**src/hw/rtl/mlpd_pkg.sv**
```systemverilog
package mlpd_pkg;

   localparam int BYTE_W    = 8;
   localparam int LENGTH_W  = 32;
   localparam int STATUS_W  = 2;
   localparam int LEN_CNT_W = 2;
   localparam int MARKER_MAX = 64;

   // Built-in frame marker, oldest byte first; unused tail entries are zero.
   localparam logic [BYTE_W-1:0] MARKER_BYTES [MARKER_MAX] = '{
      8'h51, 8'h43, 8'h4F, 8'h4E, 8'h46, 8'h5F, 8'h43, 8'h4F,
      8'h4E, 8'h46, 8'h49, 8'h47, 8'h57, 8'h49, 8'h4E, 8'h5F,
      8'h42, 8'h4C, 8'h4F, 8'h43, 8'h4B, 8'h53, 8'h49, 8'h47,
      8'h5F, 8'h36, 8'h38, 8'h62, 8'h37, 8'h65, 8'h37, 8'h64,
      8'h37, 8'h00, 8'h00, 8'h00, 8'h00, 8'h00, 8'h00, 8'h00,
      8'h00, 8'h00, 8'h00, 8'h00, 8'h00, 8'h00, 8'h00, 8'h00,
      8'h00, 8'h00, 8'h00, 8'h00, 8'h00, 8'h00, 8'h00, 8'h00,
      8'h00, 8'h00, 8'h00, 8'h00, 8'h00, 8'h00, 8'h00, 8'h00
   };

   typedef enum logic [1:0] {
      PH_SEARCH  = 2'd0,
      PH_LENGTH  = 2'd1,
      PH_PAYLOAD = 2'd2,
      PH_DONE    = 2'd3
   } phase_type;

   typedef enum logic [STATUS_W-1:0] {
      ST_PAYLOAD   = 2'd0,
      ST_EMPTY     = 2'd1,
      ST_NO_MARKER = 2'd2,
      ST_TRUNCATED = 2'd3
   } status_type;

   // One accepted input word as seen by the frame control.
   typedef struct packed {
      logic              valid;
      logic [BYTE_W-1:0] in_byte;
      logic              stream_end;
   } step_type;

   typedef struct packed {
      logic [BYTE_W-1:0]   out_byte;
      logic                out_last;
      status_type          out_status;
      logic [LENGTH_W-1:0] out_length;
   } rsp_word_type;

endpackage

```
**src/hw/rtl/mlpd_req_if.sv**
```systemverilog
interface mlpd_req_if;
   import mlpd_pkg::*;

   logic              valid;
   logic              ready;
   logic [BYTE_W-1:0] in_byte;
   logic              stream_end;

   modport source (output valid, output in_byte, output stream_end, input ready);
   modport sink   (input valid, input in_byte, input stream_end, output ready);
endinterface

```
**src/hw/rtl/mlpd_rsp_if.sv**
```systemverilog
interface mlpd_rsp_if;
   import mlpd_pkg::*;

   logic                valid;
   logic                ready;
   logic [BYTE_W-1:0]   out_byte;
   logic                out_last;
   logic [STATUS_W-1:0] out_status;
   logic [LENGTH_W-1:0] out_length;

   modport source (output valid, output out_byte, output out_last, output out_status,
                   output out_length, input ready);
   modport sink   (input valid, input out_byte, input out_last, input out_status,
                   input out_length, output ready);
endinterface

```
**src/hw/rtl/mlpd_window.sv**
```systemverilog
module mlpd_window #(
   parameter int SIG_LEN = 33
) (
   input  logic                       clock,
   input  logic                       reset,
   input  logic                       shift,
   input  logic                       clear,
   input  logic [mlpd_pkg::BYTE_W-1:0] in_byte,
   output logic                       match
);
   import mlpd_pkg::*;

   logic [BYTE_W-1:0] win_ff   [SIG_LEN];
   logic [BYTE_W-1:0] next_win [SIG_LEN];
   logic [SIG_LEN-1:0] hit;

   // match looks at the window as it stands once in_byte has been shifted in
   for (genvar i = 0; i < SIG_LEN; i++) begin : g_tap
      if (i == SIG_LEN - 1) begin : g_head
         assign next_win[i] = in_byte;
      end else begin : g_body
         assign next_win[i] = win_ff[i+1];
      end
      assign hit[i] = (next_win[i] == MARKER_BYTES[i]);
   end

   assign match = &hit;

   always_ff @(posedge clock) begin
      for (int i = 0; i < SIG_LEN; i++) begin
         if (reset || clear) begin
            win_ff[i] <= '0;
         end else if (shift) begin
            win_ff[i] <= next_win[i];
         end
      end
   end

endmodule

```
**src/hw/rtl/mlpd_ctrl.sv**
```systemverilog
module mlpd_ctrl #(
   parameter int LEN_BYTES = 4
) (
   input  logic                   clock,
   input  logic                   reset,
   input  mlpd_pkg::step_type     step,
   input  logic                   match,
   output logic                   res_valid,
   output mlpd_pkg::rsp_word_type res_word
);
   import mlpd_pkg::*;

   localparam logic [LEN_CNT_W:0] LEN_LAST = (LEN_CNT_W+1)'(LEN_BYTES);

   phase_type             phase_ff,    phase_in;
   logic [LEN_CNT_W-1:0]  len_seen_ff, len_seen_in;
   logic [LENGTH_W-1:0]   pay_len_ff,  pay_len_in;
   logic [LENGTH_W-1:0]   remain_ff,   remain_in;
   logic [LENGTH_W-1:0]   len_shifted;
   logic                  len_done;

   assign len_shifted = {pay_len_ff[LENGTH_W-BYTE_W-1:0], step.in_byte};
   assign len_done    = ({1'b0, len_seen_ff} + (LEN_CNT_W+1)'(1)) >= LEN_LAST;

   always_ff @(posedge clock) begin
      if (reset) begin
         phase_ff    <= PH_SEARCH;
         len_seen_ff <= '0;
         pay_len_ff  <= '0;
         remain_ff   <= '0;
      end else begin
         phase_ff    <= phase_in;
         len_seen_ff <= len_seen_in;
         pay_len_ff  <= pay_len_in;
         remain_ff   <= remain_in;
      end
   end

   always_comb begin
      phase_in            = phase_ff;
      len_seen_in         = len_seen_ff;
      pay_len_in          = pay_len_ff;
      remain_in           = remain_ff;
      res_valid           = 1'b0;
      res_word.out_byte   = '0;
      res_word.out_last   = 1'b0;
      res_word.out_status = ST_PAYLOAD;
      res_word.out_length = '0;

      if (step.valid) begin
         case (phase_ff)
            PH_SEARCH: begin
               if (match) begin
                  phase_in    = PH_LENGTH;
                  len_seen_in = '0;
                  pay_len_in  = '0;
                  if (step.stream_end) begin
                     res_valid           = 1'b1;
                     res_word.out_last   = 1'b1;
                     res_word.out_status = ST_TRUNCATED;
                  end
               end else if (step.stream_end) begin
                  res_valid           = 1'b1;
                  res_word.out_last   = 1'b1;
                  res_word.out_status = ST_NO_MARKER;
               end
            end
            PH_LENGTH: begin
               pay_len_in = len_shifted;
               if (len_done) begin
                  if (len_shifted == '0) begin
                     res_valid           = 1'b1;
                     res_word.out_last   = 1'b1;
                     res_word.out_status = ST_EMPTY;
                     phase_in            = PH_DONE;
                  end else if (step.stream_end) begin
                     res_valid           = 1'b1;
                     res_word.out_last   = 1'b1;
                     res_word.out_status = ST_TRUNCATED;
                     res_word.out_length = len_shifted;
                  end else begin
                     phase_in  = PH_PAYLOAD;
                     remain_in = len_shifted;
                  end
               end else begin
                  len_seen_in = len_seen_ff + LEN_CNT_W'(1);
                  if (step.stream_end) begin
                     res_valid           = 1'b1;
                     res_word.out_last   = 1'b1;
                     res_word.out_status = ST_TRUNCATED;
                  end
               end
            end
            PH_PAYLOAD: begin
               res_valid           = 1'b1;
               res_word.out_length = pay_len_ff;
               if (remain_ff <= LENGTH_W'(1)) begin
                  res_word.out_byte = step.in_byte;
                  res_word.out_last = 1'b1;
                  remain_in         = '0;
                  phase_in          = PH_DONE;
               end else if (step.stream_end) begin
                  // stream cut short: the byte is dropped
                  res_word.out_last   = 1'b1;
                  res_word.out_status = ST_TRUNCATED;
               end else begin
                  res_word.out_byte = step.in_byte;
                  remain_in         = remain_ff - LENGTH_W'(1);
               end
            end
            PH_DONE: begin
            end
            default: begin
            end
         endcase

         // end of stream puts everything back to its reset value
         if (step.stream_end) begin
            phase_in    = PH_SEARCH;
            len_seen_in = '0;
            pay_len_in  = '0;
            remain_in   = '0;
         end
      end
   end

   a_end_restarts: assert property (@(posedge clock) disable iff (reset)
      step.valid && step.stream_end |=> phase_ff == PH_SEARCH && len_seen_ff == '0)
      else $error("stream end did not return control to search");

   a_payload_count: assert property (@(posedge clock) disable iff (reset)
      phase_ff == PH_PAYLOAD |-> remain_ff != '0)
      else $error("payload phase with nothing left to pass");

   a_empty_len: assert property (@(posedge clock) disable iff (reset)
      res_valid && res_word.out_status == ST_EMPTY |-> res_word.out_length == '0)
      else $error("empty payload reported with nonzero length");

endmodule

```
**src/hw/rtl/marker_length_prefixed_deframer_unit.sv**
```systemverilog
// Marker / length-prefixed deframer. Scans a byte stream one word per cycle
// and compares the last SIG_LEN bytes against the built-in frame marker.
// After the first hit the next LEN_BYTES bytes are a big-endian payload
// length; exactly that many payload bytes go out with out_status 0, the
// final one flagged by out_last. An empty payload, a missing marker, or a
// stream that ends inside the length or payload each give one status word
// with out_last set. After a finished frame input is swallowed until the
// word carrying stream_end, which always restarts the scan. It takes one
// input word per cycle unless stalled; a result appears on rsp in the
// cycle after the input word is taken. The single output register is the
// only stall: req_if.ready drops only while it holds a result rsp has not taken.
module marker_length_prefixed_deframer_unit #(
   parameter int SIG_LEN   = 33,
   parameter int LEN_BYTES = 4
) (
   input  logic              clock,
   input  logic              reset,
   mlpd_req_if.sink          req_if,
   mlpd_rsp_if.source        rsp_if
);
   import mlpd_pkg::*;

   logic         accept;
   logic         match;
   step_type     step;
   logic         res_valid;
   rsp_word_type res_word;

   // output register: the result waiting for the rsp side
   logic         out_valid_ff, out_valid_in;
   rsp_word_type out_word_ff,  out_word_in;

   // take a new word whenever the output register is free or draining now
   assign req_if.ready = !out_valid_ff || rsp_if.ready;
   assign accept       = req_if.valid && req_if.ready;

   assign step.valid      = accept;
   assign step.in_byte    = req_if.in_byte;
   assign step.stream_end = req_if.stream_end;

   // window only matters while searching; the stream end clears it, so it
   // can shift on every accepted word
   mlpd_window #(
      .SIG_LEN (SIG_LEN)
   ) u_window (
      .clock   (clock),
      .reset   (reset),
      .shift   (accept),
      .clear   (accept && req_if.stream_end),
      .in_byte (req_if.in_byte),
      .match   (match)
   );

   mlpd_ctrl #(
      .LEN_BYTES (LEN_BYTES)
   ) u_ctrl (
      .clock     (clock),
      .reset     (reset),
      .step      (step),
      .match     (match),
      .res_valid (res_valid),
      .res_word  (res_word)
   );

   always_comb begin
      out_valid_in = out_valid_ff;
      out_word_in  = out_word_ff;
      if (accept) begin
         out_valid_in = res_valid;
         if (res_valid) begin
            out_word_in = res_word;
         end
      end else if (rsp_if.ready) begin
         out_valid_in = 1'b0;
      end
   end

   always_ff @(posedge clock) begin
      if (reset) begin
         out_valid_ff <= 1'b0;
      end else begin
         out_valid_ff <= out_valid_in;
      end
   end

   // payload needs no reset
   always_ff @(posedge clock) begin
      out_word_ff <= out_word_in;
   end

   assign rsp_if.valid      = out_valid_ff;
   assign rsp_if.out_byte   = out_word_ff.out_byte;
   assign rsp_if.out_last   = out_word_ff.out_last;
   assign rsp_if.out_status = out_word_ff.out_status;
   assign rsp_if.out_length = out_word_ff.out_length;

   a_status_last: assert property (@(posedge clock) disable iff (reset)
      out_valid_ff && out_word_ff.out_status != ST_PAYLOAD |-> out_word_ff.out_last)
      else $error("status word without out_last");

   a_status_byte: assert property (@(posedge clock) disable iff (reset)
      out_valid_ff && out_word_ff.out_status != ST_PAYLOAD |-> out_word_ff.out_byte == '0)
      else $error("status word carries a data byte");

   a_drain_only: assert property (@(posedge clock) disable iff (reset)
      !$past(reset) && $fell(out_valid_ff) |-> $past(rsp_if.ready))
      else $error("result dropped without being taken");

endmodule

```
**src/flat_wrapper.sv**
```systemverilog
// flat-port wrapper written by rule: the top's interface ports become plain ports
module marker_length_prefixed_deframer_unit_flat import mlpd_pkg::*;
#(
   parameter int SIG_LEN   = 33,
   parameter int LEN_BYTES = 4
)
  (clock, reset, req_if_valid, req_if_in_byte, req_if_stream_end, req_if_ready, rsp_if_valid, rsp_if_out_byte, rsp_if_out_last, rsp_if_out_status, rsp_if_out_length, rsp_if_ready);
  mlpd_req_if req_if_i ();
  mlpd_rsp_if rsp_if_i ();
  input  logic clock;
  input  logic reset;
  input wire logic [$bits(req_if_i.valid)-1:0] req_if_valid;
  input wire logic [$bits(req_if_i.in_byte)-1:0] req_if_in_byte;
  input wire logic [$bits(req_if_i.stream_end)-1:0] req_if_stream_end;
  output wire logic [$bits(req_if_i.ready)-1:0] req_if_ready;
  output wire logic [$bits(rsp_if_i.valid)-1:0] rsp_if_valid;
  output wire logic [$bits(rsp_if_i.out_byte)-1:0] rsp_if_out_byte;
  output wire logic [$bits(rsp_if_i.out_last)-1:0] rsp_if_out_last;
  output wire logic [$bits(rsp_if_i.out_status)-1:0] rsp_if_out_status;
  output wire logic [$bits(rsp_if_i.out_length)-1:0] rsp_if_out_length;
  input wire logic [$bits(rsp_if_i.ready)-1:0] rsp_if_ready;
  assign req_if_i.valid = req_if_valid;
  assign req_if_i.in_byte = req_if_in_byte;
  assign req_if_i.stream_end = req_if_stream_end;
  assign req_if_ready = req_if_i.ready;
  assign rsp_if_valid = rsp_if_i.valid;
  assign rsp_if_out_byte = rsp_if_i.out_byte;
  assign rsp_if_out_last = rsp_if_i.out_last;
  assign rsp_if_out_status = rsp_if_i.out_status;
  assign rsp_if_out_length = rsp_if_i.out_length;
  assign rsp_if_i.ready = rsp_if_ready;
  marker_length_prefixed_deframer_unit #(.SIG_LEN(SIG_LEN), .LEN_BYTES(LEN_BYTES)) u_core (.clock(clock), .reset(reset), .req_if(req_if_i), .rsp_if(rsp_if_i));
endmodule
```
**config.mk**
```make
export PLATFORM = sky130hd
export DESIGN_NAME = marker_length_prefixed_deframer_unit_flat
export DESIGN_NICKNAME = d
export VERILOG_FILES = /design/src/hw/rtl/mlpd_pkg.sv /design/src/hw/rtl/mlpd_req_if.sv /design/src/hw/rtl/mlpd_rsp_if.sv /design/src/hw/rtl/mlpd_window.sv /design/src/hw/rtl/mlpd_ctrl.sv /design/src/hw/rtl/marker_length_prefixed_deframer_unit.sv /design/src/flat_wrapper.sv
export SDC_FILE = /design/constraint.sdc
export NUM_CORES = 1
export LEC_CHECK = 0
export BUFFER_PORTS_ARGS = -buffer_cell sky130_fd_sc_hd__buf_2
export CORE_UTILIZATION = 50
export CTS_CLUSTER_SIZE = 16
export DETAILED_ROUTE_END_ITERATION = 7
export PLACE_DENSITY = 0.76
export SLEW_MARGIN = 30
export SYNTH_ARGS = -nofsm -noshare
export SYNTH_HDL_FRONTEND = slang
export SYNTH_HIERARCHICAL = 1
export SYNTH_SLANG_ARGS = --single-unit
```
**constraint.sdc**
```tcl
create_clock -name clock -period 6.5 [get_ports clock]
set_input_delay 0 -clock clock [delete_from_list [all_inputs] [get_ports clock]]
set_output_delay 0 -clock clock [all_outputs]
set_load 0.03 [all_outputs]
```
==> metrics.md <==
| Metric | Value |
|---|---|
| Final worst-path cycle share | 0.5255 |
| ANT nets after route | 0 |
| Initial antenna violation count | 1 |
| Largest fanout on the critical path | 27 |
| Critical Path AT | 3630 ps |
| First-pass GRT wire length | just over 50 mm |
| Post-CTS resize count | 0 |
| Hold path endpoint | u_core/u_ctrl/phase_ff[1] |
| Post-synth top flop | edfxtp_1 |
| Seq pwr share | 0.533 |
| Vias | roughly 10000 |
| Outcome | finished with violations |
| P per Cell Area | 287.9 nW/um^2 |
| Final min period | 3416 ps |
| I/O pin count | 58 |
| Synth Register Bits | 368 |
| Fillers | around 2500 |
| Initial drt markers | between 1000 and 1500 |
| Area Growth Syn to Fin | 12.93% |
| Via-to-Cell Ratio | 5.859 |
| Post-CTS setup buffer count | 0 |
| Layout cells sized above 1 | 0.1169 |
| FMAX | 0.2927 GHz |
| Cell count after synthesis | 1243 |
| Mapped Area | 15700 um^2 |
| Slew HR | 0.3295 |
| Final WL | 33.00 mm |
| Clock share of power | 0.419 |
| Register-to-register setup slack | 3080 ps |
| Netlist cell types | 62 |
| GRT overflow | 0 |
| Average size of a mapped cell | 12.63 um^2 |
| Hold Violations, Final | 0 |
| Async SR Flop Fraction | 0 |
| Clock slew at reported path FFs | 60 ps |
| RSZ-0062 raised after global routing | no |
| Core Box Area | 30750 um^2 |
| Switching Fraction | 0.2186 |
| DPL Wire Length | just over 20 mm |
| GRT Util Overall | 0.2063 |
| Final Cell Area | roughly 18000 um^2 |
| Switch Pwr | 1.116 mW |
| Warnings, synthesis | 6 |
| Routed WL per cell | 19.17 um |
| Clock Tree Buf Depth | 3 |
| CP Launch Type | flip-flop |
| Site row count | 64 |
| Total CTS buffers | 40 |
| Syn nets | 1263 |
| Leakage | 6.457 nW |
| Drt pass-1 iters | 8 |
| Vias in the first global route | 9514 |
| Clock Skews | 28.15 ps |
| Clk Tree Root Cell | clkbuf_16 |
| RePlAce Congestion | 0.9217 |
| Setup tns final | 0 ps |
| Die Span Y | between 150 and 200 um |
| Worst-margin pin slew | about 1000 ps |
| Hold path start | req_if_stream_end |
| PortBufs | 57 |
| Die Wd | roughly 180 um |
| ANT cells | 0 |
| H-tree depth | 2 |
| Final setup fails | 0 |
| Comb pwr share | 0.048 |
| Critical R2R Launch | u_core/u_ctrl/pay_len_ff[17] |
| Number of remaining DRC errors | 2 |
| Final hold slack | a little over 30 ps |
| Clock latency on the worst-skew pair | approximately 530 ps |
| Seq/Total Area, Yosys | 0.6597 |
| Total power | 5.106 mW |
| Die Area | 32120 um^2 |
| R2R Path End | u_core/rsp_if.out_length[28] |
| Total Nets Final | approximately 1300 |
| # hold bufs at CTS | 10 |
| Setup CP Type | flip-flop to flip-flop |
| Peak VDD IR | ~0.21 mV |
| TritonCTS clock tree | built |
| Maxcap violations | 0 |
| Number of synthesized flops with an enable pin | 299 |
| Reg2Reg Depth | 8 |
| Initial core utilization | 0.5107 |
| Failing checks | DRC |
| Crit. End Element | flip-flop |
| Required time of the critical path | 6710 ps |
| Max-slew violations | 0 |
| Hold Path Stages | 4 |
| Int Power | 3.990 mW |
| Largest net degree at the start of global routing | 257 |
| # clock sinks | 368 |
| Placement Cell Area | 16390 um^2 |
| Min-delay worst type | input pin to flip-flop |
==> registers in the layout, indices dropped and copies added (netlist names) <==
register	cells
u_core/u_window/win_ff	256
u_core/rsp_if.out_length	32
u_core/u_ctrl/pay_len_ff	32
u_core/u_ctrl/remain_ff	32
u_core/rsp_if.out_byte	8
u_core/rsp_if.out_status	2
u_core/u_ctrl/len_seen_ff	2
u_core/u_ctrl/phase_ff	2
u_core/rsp_if.out_last	1
u_core/rsp_if.valid	1
==> through the flow <==
step / std cells / setup slack (ps) / utilization
2_1_floorplan: 1243 / 2169 / -
6_report: 1722 / 3084 / 0.5767
4_1_cts: 1722 / 2892 / 0.5764
3_5_place_dp: 1639 / 2877 / 0.5331
5_1_grt: 1722 / 2906 / 0.5767
3_3_place_gp: 1638 / 3025 / 0.5318
==> layout by cell type (no fill, tap or decap), types with 25 or more instances in the layout <==
cell type / synthesis / final
nand3_1: 36 / 36
and2_1: 264 / 264
a21oi_1: 46 / 45
buf_2: 0 / 57
nor4_1: 26 / 25
clkbuf_16: 0 / 40
edfxtp_1: 299 / 299
dfxtp_1: 69 / 69
o21ai_0: 30 / 30
a22oi_1: 33 / 33
nor2_1: 68 / 67
nand2_1: 57 / 56
==> per-layer routing <==
layer,wire length (um),GRT usage,share of wire,vias up
met4,817,0.07038,0.025,0
met3,2270,0.03647,0.069,69
met2,15110,0.3090,0.46,347
met5,0,0,0,-
li1,-,-,-,4717
met1,14810,0.3025,0.45,4956
==> cell usage after synthesis (all sizes together), types with 3 or more instances <==
| library cell | instances | share of area |
|---|---|---|
| nand2 | 57 | 0.014 |
| or4b | 7 | 0.0047 |
| nor3b | 23 | 0.011 |
| a22o | 7 | 0.0039 |
| inv | 12 | 0.0029 |
| xor2 | 9 | 0.0050 |
| nand3 | 37 | 0.012 |
| or4 | 11 | 0.0060 |
| nand4b | 6 | 0.0033 |
| and4b | 8 | 0.0051 |
| and2 | 265 | 0.11 |
| nor2 | 68 | 0.016 |
| a21oi | 46 | 0.015 |
| nor4bb | 15 | 0.0096 |
| a2111oi | 3 | 0.0017 |
| a31oi | 24 | 0.0096 |
| nand4 | 25 | 0.010 |
| or2 | 4 | 0.0016 |
| and4 | 4 | 0.0022 |
| nor4b | 15 | 0.0084 |
| o21ai | 31 | 0.010 |
| nor3 | 13 | 0.0041 |
| ha | 7 | 0.0056 |
| dfxtp | 69 | 0.088 |
| edfxtp | 299 | 0.57 |
| or3 | 3 | 0.0012 |
| a22oi | 33 | 0.016 |
| o2bb2ai | 5 | 0.0028 |
| and3 | 4 | 0.0016 |
| clkbuf | 67 | 0.016 |
| nor4 | 30 | 0.014 |
| xnor2 | 13 | 0.0073 |
==> logic make-up after synthesis <==
logic type	after synthesis	share of synthesized area
compound gates	163	0.06685
xor+xnor	22	0.01227
fa+ha+maj	7	0.005577
buf+inv	81	0.02048
flops	368	0.6597
mux	2	0.001354
simple gates	600	0.2338
==> how the worst max path moves through the flow <==
| stage | depth (start not counted) | slack [ps] | from | to |
|---|---|---|---|---|
| detailed placement | 9 | 2880 | u_core/u_ctrl/phase_ff[0] | u_core/u_ctrl/remain_ff[2] |
| global placement | 9 | 3020 | u_core/u_ctrl/phase_ff[0] | u_core/u_ctrl/remain_ff[2] |
| global route | 9 | 2910 | u_core/u_ctrl/phase_ff[0] | u_core/u_ctrl/remain_ff[3] |
| floorplan | 3 | 2170 | u_core/rsp_if.valid | u_core/u_window/win_ff[10][0] |
| finish | 8 | 3080 | u_core/u_ctrl/pay_len_ff[17] | u_core/rsp_if.out_length[28] |
| CTS | 9 | 2890 | u_core/u_ctrl/phase_ff[0] | u_core/u_ctrl/remain_ff[2] |
==> power by group through the flow <==
stage / combinational, mW / sequential [mW] / clock [mW]
after floorplan: 0.163 / 2.76 / 0
after global placement: 0.232 / 2.76 / 0
after detailed placement: 0.238 / 2.77 / 0
after CTS: 0.243 / 2.72 / 2.18
after global routing: 0.266 / 2.73 / 2.28
final: 0.244 / 2.72 / 2.14
==> worst max-delay path, cell delays in order, from the launching register on <==
cell	delay, ps
dfxtp_1	360
nor4_1	500
nand4_1	200
nor2_1	360
nand2_1	140
a2111oi_0	540
nand2_1	220
nor2b_4	510
buf_16	250
==> area by class of cell <==
| type | count | area [um^2] | share of cell area |
|---|---|---|---|
| flip-flops and latches | 368 | 10360 | 0.5842 |
| multi-input cells | 794 | 5077 | 0.2863 |
| well taps | 396 | 495.5 | 0.02794 |
| clock buffers | 55 | 1077 | 0.06074 |
| repair buffers | 79 | 524.3 | 0.02956 |
| clock inverters | 18 | 155.1 | 0.008748 |
| inverters | 12 | 45.04 | 0.002540 |
No activity file was read; power rests on OpenSTA's default activity.
